## config.mk

```make
export PLATFORM = sky130hd
export DESIGN_NAME = range_median_lowpass_filter
export DESIGN_NICKNAME = d
export VERILOG_FILES = /design/src/sv/rmlp_pkg.sv /design/src/sv/rmlp_ctrl.sv /design/src/sv/rmlp_dp.sv /design/src/sv/range_median_lowpass_filter.sv
export SDC_FILE = /design/constraint.sdc
export NUM_CORES = 2
export LEC_CHECK = 0
export BUFFER_PORTS_ARGS = -buffer_cell sky130_fd_sc_hd__buf_2
export CORE_MARGIN = 1.5
export CORE_UTILIZATION = 40
export DETAILED_ROUTE_END_ITERATION = 16
export GPL_TIMING_DRIVEN = 0
export PLACE_DENSITY = 0.63
export SLEW_MARGIN = 40
export SYNTH_ARGS = -nofsm -noshare
export SYNTH_HDL_FRONTEND = slang
export SYNTH_SLANG_ARGS = --single-unit
```

## constraint.sdc

```tcl
create_clock -name clk -period 14.95 [get_ports clk]
set_clock_uncertainty 0.05 [all_clocks]
set_input_delay 2.99 -clock clk [delete_from_list [all_inputs] [get_ports clk]]
set_output_delay 2.99 -clock clk [all_outputs]
set_load 0.02 [all_outputs]
```

## src/sv/rmlp_pkg.sv

```systemverilog
// ----------------------------------------------------------------------------
// rmlp_pkg
// Shared types and constants of the range median low-pass filter.
// ----------------------------------------------------------------------------
package rmlp_pkg;

  localparam int WINDOW_SIZE_DEF = 5;

  localparam int DIST_W  = 16;
  localparam int TIME_W  = 32;
  localparam int ALPHA_W = 9;
  localparam int SMOOTH_W = 24;
  localparam int FRAC_W  = 8;
  localparam int ADDR_W  = 5;
  localparam int DATA_W  = 32;

  // register indexes (word address)
  localparam logic [2:0] REG_MIN_DIST = 3'd0;
  localparam logic [2:0] REG_MAX_DIST = 3'd1;
  localparam logic [2:0] REG_INV_CODE = 3'd2;
  localparam logic [2:0] REG_STALE    = 3'd3;
  localparam logic [2:0] REG_ALPHA    = 3'd4;

  localparam logic [DIST_W-1:0]  MIN_DIST_RST = 16'd20;
  localparam logic [DIST_W-1:0]  MAX_DIST_RST = 16'd4500;
  localparam logic [DIST_W-1:0]  INV_CODE_RST = 16'hFFFF;
  localparam logic [DIST_W-1:0]  STALE_RST    = 16'd500;
  localparam logic [ALPHA_W-1:0] ALPHA_RST    = 9'd77;
  localparam logic [ALPHA_W-1:0] ALPHA_ONE    = 9'd256;

  typedef struct packed {
    logic start;        // item accepted this cycle
    logic take_sample;  // store raw sample, time, pending
    logic clear;        // invalidate all filter state
    logic insert;       // write pending sample into the window
    logic med_step;     // test one median candidate
    logic mul;          // first blend product
    logic blend;        // second product, sum, update smoothed value
    logic load_out;     // fill the result register
  } cmd_t;

  typedef struct packed {
    logic is_eval;
    logic stale;
    logic pending;
    logic in_range;
    logic med_found;
  } status_t;

endpackage

```

## src/sv/rmlp_ctrl.sv

```systemverilog
// ----------------------------------------------------------------------------
// rmlp_ctrl
// Sequencer of the filter: accepts one item, runs the median search and
// the blend on an update, then hands the result to the output register.
// ----------------------------------------------------------------------------
module rmlp_ctrl (
  input  logic              clk,
  input  logic              rst,
  input  logic              item_valid,
  output logic              item_stall,
  output logic              result_valid,
  input  logic              result_stall,
  input  rmlp_pkg::status_t status,
  output rmlp_pkg::cmd_t    cmd
);

  typedef enum logic [4:0] {
    IDLE   = 5'b00001,
    MEDIAN = 5'b00010,
    MUL    = 5'b00100,
    BLEND  = 5'b01000,
    DONE   = 5'b10000
  } state_t;

  state_t state, state_next;
  logic   result_valid_next;
  logic   out_free;

  assign item_stall = (state != IDLE);
  assign out_free   = !result_valid || !result_stall;

  always_comb begin
    state_next = state;
    cmd        = '0;
    unique case (state)
      IDLE: begin
        if (item_valid) begin
          cmd.start = 1'b1;
          state_next = DONE;
          if (!status.is_eval) begin
            cmd.take_sample = 1'b1;
          end else if (status.stale) begin
            cmd.clear = 1'b1;
          end else if (status.pending) begin
            if (status.in_range) begin
              cmd.insert = 1'b1;
              state_next = MEDIAN;
            end else begin
              cmd.clear = 1'b1;
            end
          end
        end
      end
      MEDIAN: begin
        cmd.med_step = 1'b1;
        if (status.med_found) begin
          state_next = MUL;
        end
      end
      MUL: begin
        cmd.mul = 1'b1;
        state_next = BLEND;
      end
      BLEND: begin
        cmd.blend = 1'b1;
        state_next = DONE;
      end
      DONE: begin
        if (out_free) begin
          cmd.load_out = 1'b1;
          state_next = IDLE;
        end
      end
      default: state_next = IDLE;
    endcase
  end

  always_comb begin
    result_valid_next = result_valid;
    if (cmd.load_out) begin
      result_valid_next = 1'b1;
    end else if (!result_stall) begin
      result_valid_next = 1'b0;
    end
  end

  always_ff @(posedge clk) begin
    if (rst) begin
      state        <= IDLE;
      result_valid <= 1'b0;
    end else begin
      state        <= state_next;
      result_valid <= result_valid_next;
    end
  end

endmodule

```

## src/sv/rmlp_dp.sv

```systemverilog
// ----------------------------------------------------------------------------
// rmlp_dp
// Datapath: sample store, ring window, rank-count median search, Q16.8
// exponential low-pass and the result register.
// ----------------------------------------------------------------------------
module rmlp_dp #(
  parameter int WINDOW_SIZE = rmlp_pkg::WINDOW_SIZE_DEF
) (
  input  logic                          clk,
  input  logic                          rst,
  input  rmlp_pkg::cmd_t                cmd,
  output rmlp_pkg::status_t             status,
  input  logic                          req_type,
  input  logic [rmlp_pkg::DIST_W-1:0]   distance,
  input  logic [rmlp_pkg::TIME_W-1:0]   now_ms,
  input  logic [rmlp_pkg::DIST_W-1:0]   min_valid_distance,
  input  logic [rmlp_pkg::DIST_W-1:0]   max_valid_distance,
  input  logic [rmlp_pkg::DIST_W-1:0]   invalid_code,
  input  logic [rmlp_pkg::DIST_W-1:0]   stale_timeout_ms,
  input  logic [rmlp_pkg::ALPHA_W-1:0]  alpha_q8,
  output logic [rmlp_pkg::DIST_W-1:0]   filtered_distance,
  output logic                          data_pending,
  output logic                          was_invalidated
);

  localparam int IDX_W  = (WINDOW_SIZE > 1) ? $clog2(WINDOW_SIZE) : 1;
  localparam int CNT_W  = $clog2(WINDOW_SIZE + 1);
  localparam int DW     = rmlp_pkg::DIST_W;
  localparam int SW     = rmlp_pkg::SMOOTH_W;
  localparam int FW     = rmlp_pkg::FRAC_W;
  localparam int AW     = rmlp_pkg::ALPHA_W;
  localparam int PROD_W = AW + SW;
  localparam logic [IDX_W-1:0] LAST_SLOT = IDX_W'(WINDOW_SIZE - 1);
  localparam logic [CNT_W-1:0] FULL_CNT  = CNT_W'(WINDOW_SIZE);

  logic [DW-1:0]     win [WINDOW_SIZE];
  logic [IDX_W-1:0]  write_slot;
  logic [CNT_W-1:0]  fill_count;
  logic [DW-1:0]     raw_sample;
  logic              pending_flag;
  logic [rmlp_pkg::TIME_W-1:0] sample_time;
  logic [SW-1:0]     smoothed;
  logic [DW-1:0]     output_value;
  logic              invalidated;
  logic [IDX_W-1:0]  cand;
  logic [DW-1:0]     median;
  logic [PROD_W-1:0] prod_new;

  logic [rmlp_pkg::TIME_W-1:0] age;
  logic [CNT_W-1:0]  less_cnt, leq_cnt, mid;
  logic [DW-1:0]     cand_val;
  logic [AW-1:0]     alpha_eff, alpha_rest;
  logic [PROD_W-1:0] prod_old;
  logic [PROD_W:0]   blend_sum;
  logic [SW-1:0]     smoothed_next;
  logic              fresh;

  // ---- evaluation decisions ----
  assign age = now_ms - sample_time;
  assign status.is_eval  = req_type;
  assign status.stale    = (sample_time == '0) || (age > {16'd0, stale_timeout_ms});
  assign status.pending  = pending_flag;
  assign status.in_range = (raw_sample >= min_valid_distance) &&
                           (raw_sample <= max_valid_distance) &&
                           (raw_sample != invalid_code);

  // ---- median: rank of one candidate against the filled entries ----
  assign cand_val = win[cand];
  assign mid      = fill_count >> 1;

  always_comb begin
    less_cnt = '0;
    leq_cnt  = '0;
    for (int j = 0; j < WINDOW_SIZE; j++) begin
      if (CNT_W'(j) < fill_count) begin
        less_cnt = less_cnt + CNT_W'(win[j] <  cand_val);
        leq_cnt  = leq_cnt  + CNT_W'(win[j] <= cand_val);
      end
    end
  end

  // the candidate sits at the middle sorted position
  assign status.med_found = (less_cnt <= mid) && (mid < leq_cnt);

  // ---- blend ----
  assign alpha_eff  = (alpha_q8 > rmlp_pkg::ALPHA_ONE) ? rmlp_pkg::ALPHA_ONE : alpha_q8;
  assign alpha_rest = rmlp_pkg::ALPHA_ONE - alpha_eff;
  assign prod_old   = PROD_W'(alpha_rest) * PROD_W'(smoothed);
  assign blend_sum  = {1'b0, prod_new} + {1'b0, prod_old};
  assign fresh      = (fill_count <= CNT_W'(1)) || (output_value == invalid_code);
  assign smoothed_next = fresh ? {median, {FW{1'b0}}} : blend_sum[SW+FW-1:FW];

  always_ff @(posedge clk) begin
    if (rst) begin
      for (int i = 0; i < WINDOW_SIZE; i++) begin
        win[i] <= rmlp_pkg::INV_CODE_RST;
      end
      write_slot   <= '0;
      fill_count   <= '0;
      raw_sample   <= rmlp_pkg::INV_CODE_RST;
      pending_flag <= 1'b0;
      sample_time  <= '0;
      smoothed     <= '0;
      output_value <= rmlp_pkg::INV_CODE_RST;
      invalidated  <= 1'b0;
      cand         <= '0;
    end else begin
      // a clear only ever comes with the accepting cycle
      if (cmd.start) begin
        invalidated <= cmd.clear;
      end
      if (cmd.take_sample) begin
        raw_sample   <= distance;
        pending_flag <= 1'b1;
        sample_time  <= now_ms;
      end
      if (cmd.clear) begin
        for (int i = 0; i < WINDOW_SIZE; i++) begin
          win[i] <= invalid_code;
        end
        write_slot   <= '0;
        fill_count   <= '0;
        raw_sample   <= invalid_code;
        pending_flag <= 1'b0;
        smoothed     <= '0;
        output_value <= invalid_code;
      end
      if (cmd.insert) begin
        win[write_slot] <= raw_sample;
        write_slot      <= (write_slot == LAST_SLOT) ? '0 : write_slot + 1'b1;
        if (fill_count < FULL_CNT) begin
          fill_count <= fill_count + 1'b1;
        end
        pending_flag <= 1'b0;
        cand         <= '0;
      end
      if (cmd.med_step) begin
        cand <= cand + 1'b1;
      end
      if (cmd.blend) begin
        smoothed     <= smoothed_next;
        output_value <= smoothed_next[SW-1:FW];
      end
    end
  end

  // payload registers
  always_ff @(posedge clk) begin
    if (cmd.med_step && status.med_found) begin
      median <= cand_val;
    end
    if (cmd.mul) begin
      prod_new <= PROD_W'(alpha_eff) * PROD_W'({median, {FW{1'b0}}});
    end
    if (cmd.load_out) begin
      filtered_distance <= output_value;
      data_pending      <= pending_flag;
      was_invalidated   <= invalidated;
    end
  end

endmodule

```

## src/sv/range_median_lowpass_filter.sv

```systemverilog
// ----------------------------------------------------------------------------
// range_median_lowpass_filter
// Median-of-window range smoother with an exponential low-pass stage.
// ----------------------------------------------------------------------------
// One item in flight at a time. A sample item, or an evaluate item that
// invalidates or finds nothing pending, goes straight to the result state;
// one that updates the filter first runs the median search, which tests one
// window entry per cycle by rank counting and stops at the first entry whose
// rank is the middle one, and then the MUL and BLEND steps form the blend. A
// finished result waits in an output register while the next item is taken.
// Configuration is written through the APB port at byte address 4*index and
// read back the same way.
// ----------------------------------------------------------------------------
module range_median_lowpass_filter #(
  parameter int WINDOW_SIZE = rmlp_pkg::WINDOW_SIZE_DEF
) (
  input  logic                          clk,
  input  logic                          rst,
  input  logic                          psel,
  input  logic                          penable,
  input  logic                          pwrite,
  input  logic [rmlp_pkg::ADDR_W-1:0]   paddr,
  input  logic [rmlp_pkg::DATA_W-1:0]   pwdata,
  output logic [rmlp_pkg::DATA_W-1:0]   prdata,
  output logic                          pready,
  input  logic                          item_valid,
  output logic                          item_stall,
  input  logic                          req_type,
  input  logic [rmlp_pkg::DIST_W-1:0]   distance,
  input  logic [rmlp_pkg::TIME_W-1:0]   now_ms,
  output logic                          result_valid,
  input  logic                          result_stall,
  output logic [rmlp_pkg::DIST_W-1:0]   filtered_distance,
  output logic                          data_pending,
  output logic                          was_invalidated
);

  logic [rmlp_pkg::DIST_W-1:0]  min_valid_distance;
  logic [rmlp_pkg::DIST_W-1:0]  max_valid_distance;
  logic [rmlp_pkg::DIST_W-1:0]  invalid_code;
  logic [rmlp_pkg::DIST_W-1:0]  stale_timeout_ms;
  logic [rmlp_pkg::ALPHA_W-1:0] alpha_q8;
  logic [2:0]                   reg_idx;
  logic                         wr_en;

  rmlp_pkg::cmd_t    cmd;
  rmlp_pkg::status_t status;

  assign pready  = 1'b1;
  assign reg_idx = paddr[4:2];
  assign wr_en   = psel && penable && pwrite && pready;

  always_ff @(posedge clk) begin
    if (rst) begin
      min_valid_distance <= rmlp_pkg::MIN_DIST_RST;
      max_valid_distance <= rmlp_pkg::MAX_DIST_RST;
      invalid_code       <= rmlp_pkg::INV_CODE_RST;
      stale_timeout_ms   <= rmlp_pkg::STALE_RST;
      alpha_q8           <= rmlp_pkg::ALPHA_RST;
    end else if (wr_en) begin
      unique case (reg_idx)
        rmlp_pkg::REG_MIN_DIST: min_valid_distance <= pwdata[15:0];
        rmlp_pkg::REG_MAX_DIST: max_valid_distance <= pwdata[15:0];
        rmlp_pkg::REG_INV_CODE: invalid_code       <= pwdata[15:0];
        rmlp_pkg::REG_STALE:    stale_timeout_ms   <= pwdata[15:0];
        rmlp_pkg::REG_ALPHA:    alpha_q8           <= pwdata[8:0];
        default: ;
      endcase
    end
  end

  always_comb begin
    unique case (reg_idx)
      rmlp_pkg::REG_MIN_DIST: prdata = {16'd0, min_valid_distance};
      rmlp_pkg::REG_MAX_DIST: prdata = {16'd0, max_valid_distance};
      rmlp_pkg::REG_INV_CODE: prdata = {16'd0, invalid_code};
      rmlp_pkg::REG_STALE:    prdata = {16'd0, stale_timeout_ms};
      rmlp_pkg::REG_ALPHA:    prdata = {23'd0, alpha_q8};
      default:                prdata = '0;
    endcase
  end

  rmlp_ctrl u_ctrl (
    .clk          (clk),
    .rst          (rst),
    .item_valid   (item_valid),
    .item_stall   (item_stall),
    .result_valid (result_valid),
    .result_stall (result_stall),
    .status       (status),
    .cmd          (cmd)
  );

  rmlp_dp #(
    .WINDOW_SIZE (WINDOW_SIZE)
  ) u_dp (
    .clk                (clk),
    .rst                (rst),
    .cmd                (cmd),
    .status             (status),
    .req_type           (req_type),
    .distance           (distance),
    .now_ms             (now_ms),
    .min_valid_distance (min_valid_distance),
    .max_valid_distance (max_valid_distance),
    .invalid_code       (invalid_code),
    .stale_timeout_ms   (stale_timeout_ms),
    .alpha_q8           (alpha_q8),
    .filtered_distance  (filtered_distance),
    .data_pending       (data_pending),
    .was_invalidated    (was_invalidated)
  );

endmodule

```

==> flow_metrics.tcl <==
set metrics [dict create \
    antenna_cells 0 \
    max_stage_delay_ns 0.70 \
    cts_sinks 367 \
    crit_path_end_kind "flop" \
    hold_viol_final 0 \
    grt_pass1_vias 25770 \
    synth_cells 3428 \
    highest_layer "met5" \
    slew_viol_final 0 \
    multi_input_area_mm2 0.02076 \
    routabilityCongestion 0.9527 \
    status "complete, no violations" \
    tightest_slew_ns 0.9404 \
    reg2regPathDepth 28 \
    yosysWarnings 0 \
    fill_cells 7694 \
    min_path_cells 0 \
    yosysTopAreaCellShare 0.1727 \
    power_density_mw_per_mm2 70.86 \
    rows 104 \
    avgSynthCellArea_um2 9.432 \
    leakagePower_nw 15.16 \
    cts_tree "yes" \
    netlist_top_cells_count "454 x inv_1, 438 x nand2_1, 275 x fa_1" \
    power_w 0.002542 \
    grt_remaining_overflow 0 \
    setup_violations 0 \
    ys_async_sr_fraction 0 \
    layout-drive-gt1-share 0.09036 \
    max_slew_margin 0.3731 \
    max_freq_mhz 102.7 \
    antenna_found_initial 7 \
    insertion_delay_ns 0.61 \
    num_io_pins 146 \
    period_share 0.6515 \
    synth_flop_cell "edfxtp_1" \
    core_area_mm2 0.08029 \
    place_area_mm2 0.03449 \
    die_h_um 287.3 \
    cp_data_arrival_time_ns 10.20 \
    ys_seq_area_frac 0.2848 \
    grt_first_pass_wirelength_mm 155.2 \
    drt-met1-wl_mm 41.80 \
    post-synth-top-count-cell "inv_1" \
    dr_wl_met2_mm 46.68 \
    start_util 0.4027 \
    postCtsSetupBuffers 0 \
    r2r_slack_ns 5.21 \
    synth_edf_count 186 \
    cp.required_ns 15.41 \
    dp_hpwl_mm 81.23 \
    final_net_count 4250 \
    route.detailed.drc 0 \
    clock_tree.buffer_depth 3 \
    synth_area_leader_cell "edfxtp_1" \
    critPathSlowestCell "a21oi_1" \
    clkTransAtPathRegs_ns 0.07 \
    die_w_um 287.3 \
    grt_setup_unrepaired "no" \
    finalCriticalPeriod_ns 9.740 \
    synth-seq-cells 367 \
    worst_path_most_repeated_cell "fa_1" \
    cap_violations 0 \
    ctsHoldBuffers 0 \
    final_util 0.4469 \
    crit_path_start_kind "flop" \
    root_buffer "clkbuf_16" \
    drt_iter0_drc 2253 \
    area_growth_pct 10.97 \
    hold_path_class "flop to flop" \
    grt_start_max_net_pins 17 \
    dr.pass1.iters 5 \
    final.setup.tns_ns 0 \
    finalWirelength_mm 101.8 \
    htreeDepth 2 \
    track_usage 0.2476 \
    critPathKind "flop to flop" \
    viasPerCell 5.588 \
    dieArea_mm2 0.08255 \
    worst_hold_slack_ns 0.4116 \
    cts_resized 0 \
    drtAntennaViolNets 0 \
    wl_met3_mm 8.917 \
    port_buffers 109 \
    wire_per_inst_um 21.65 \
    cts_buffers 43 \
    postLayoutCellArea_mm2 0.03588 \
    synth_cell_types 82 \
    via_count 26270 \
    synthTopCellsByArea "edfxtp_1 17%, fa_1 17%, dfxtp_1 11%" \
    regArea_mm2 0.009209 \
    peakVddDrop_mv 0.07878 \
    synth_area_mm2 0.03233 \
    worstPathMaxFanout 10 \
]
## area by class of cell
type                            instances  share of cell area
Clock inverter                         23            0.005440
Timing Repair Buffer                  121             0.01744
Buffer                                220             0.02528
Inverter                              457             0.04781
Multi-Input combinational cell       2399              0.5787
Tap cell                             1060             0.03696
Sequential cell                       367              0.2567
Clock buffer                           54             0.03170
## per-stage QoR
step / instances / worst slack [ns]
after floorplan: 3443 / 5.812
after global placement: 4612 / 3.969
after detailed placement: 4624 / 5.355
after CTS: 4701 / 5.315
after global routing: 4701 / 4.695
final: 4701 / 5.210
## where the power goes
part	leakage [nW]	internal, W	total [W]	switching (W)
clock	0.631	0.000562	0.00102	0.000462
sequential	2.96	0.00108	0.00112	0.0000336
combinational	11.6	0.000144	0.000403	0.000259
total	15.2	0.00179	0.00254	0.000754
## layout by cell type, fill, tap and decap left out, types with 13 or more instances in the layout
cell,n
o32a_1,45
clkbuf_16,43
o21a_1,24
ha_1,273
dfxtp_1,181
a22oi_1,20
buf_4,21
nand2b_1,31
a21oi_1,217
nor2_1,93
mux2_2,15
nand3_1,30
nand4_1,46
a211oi_1,17
fa_1,275
mux2i_1,41
clkbuf_1,158
inv_1,454
xnor2_1,68
o211ai_1,58
nor2b_1,83
edfxtp_1,186
xor2_1,39
nor3_1,46
buf_1,40
a21o_1,54
mux4_2,39
and2_1,123
nand2_1,438
conb_1,17
o21ai_0,75
nor4_1,20
buf_2,121
and3_1,13
## path summary, 6_finish.rpt
kind / to / startpoint
worst max-delay path: u_dp.output_value[14] / alpha_q8[8]
worst min-delay path: u_dp.was_invalidated / u_dp.invalidated
worst max register to register: u_dp.output_value[14] / alpha_q8[8]
worst min register to register: u_dp.was_invalidated / u_dp.invalidated
## kinds of logic after synthesis
family	after synthesis	synth area share
simple gates	998	0.1526
mux	100	0.04663
buf+inv	677	0.08084
other cells	2	0.0002323
flops	367	0.2848
xor+xnor	107	0.02898
compound gates	629	0.1300
fa+ha+maj	548	0.2759
## flip-flops by register name (all words and copies together) (netlist names), named ones only
register and count:
u_dp.pending_flag 1, u_dp.sample_time 32, u_dp.fill_count 3, u_dp.smoothed 24, u_dp.output_value 16, stale_timeout_ms 16
u_dp.data_pending 1, u_dp.prod_new 24, u_dp.invalidated 1, u_dp.win 128, u_dp.was_invalidated 1, u_dp.median 16
u_dp.cand 3, alpha_q8 9, u_dp.filtered_distance 16, u_ctrl.state 5, invalid_code 16, u_dp.raw_sample 16
min_valid_distance 16, max_valid_distance 16, u_ctrl.result_valid 1, u_dp.write_slot 3
## critical path: cells and delay by family (launching register included)
family	cells	cell delay, ns
AOI/OAI and AO/OA	11	3.70
adders and majority gates	7	3.32
buffers and inverters	5	1.20
and+or+nand+nor	5	1.06
DFF	1	0.30
## per-layer routing
| layer | track usage | up-vias |
|---|---|---|
| met2 | 0.4023 | 1122 |
| met3 | 0.04714 | 219 |
| met4 | 0.09697 | 10 |
| li1 | - | 12020 |
| met5 | 0 | - |
| met1 | 0.3254 | 12900 |
(Power assumes the default switching activity.)
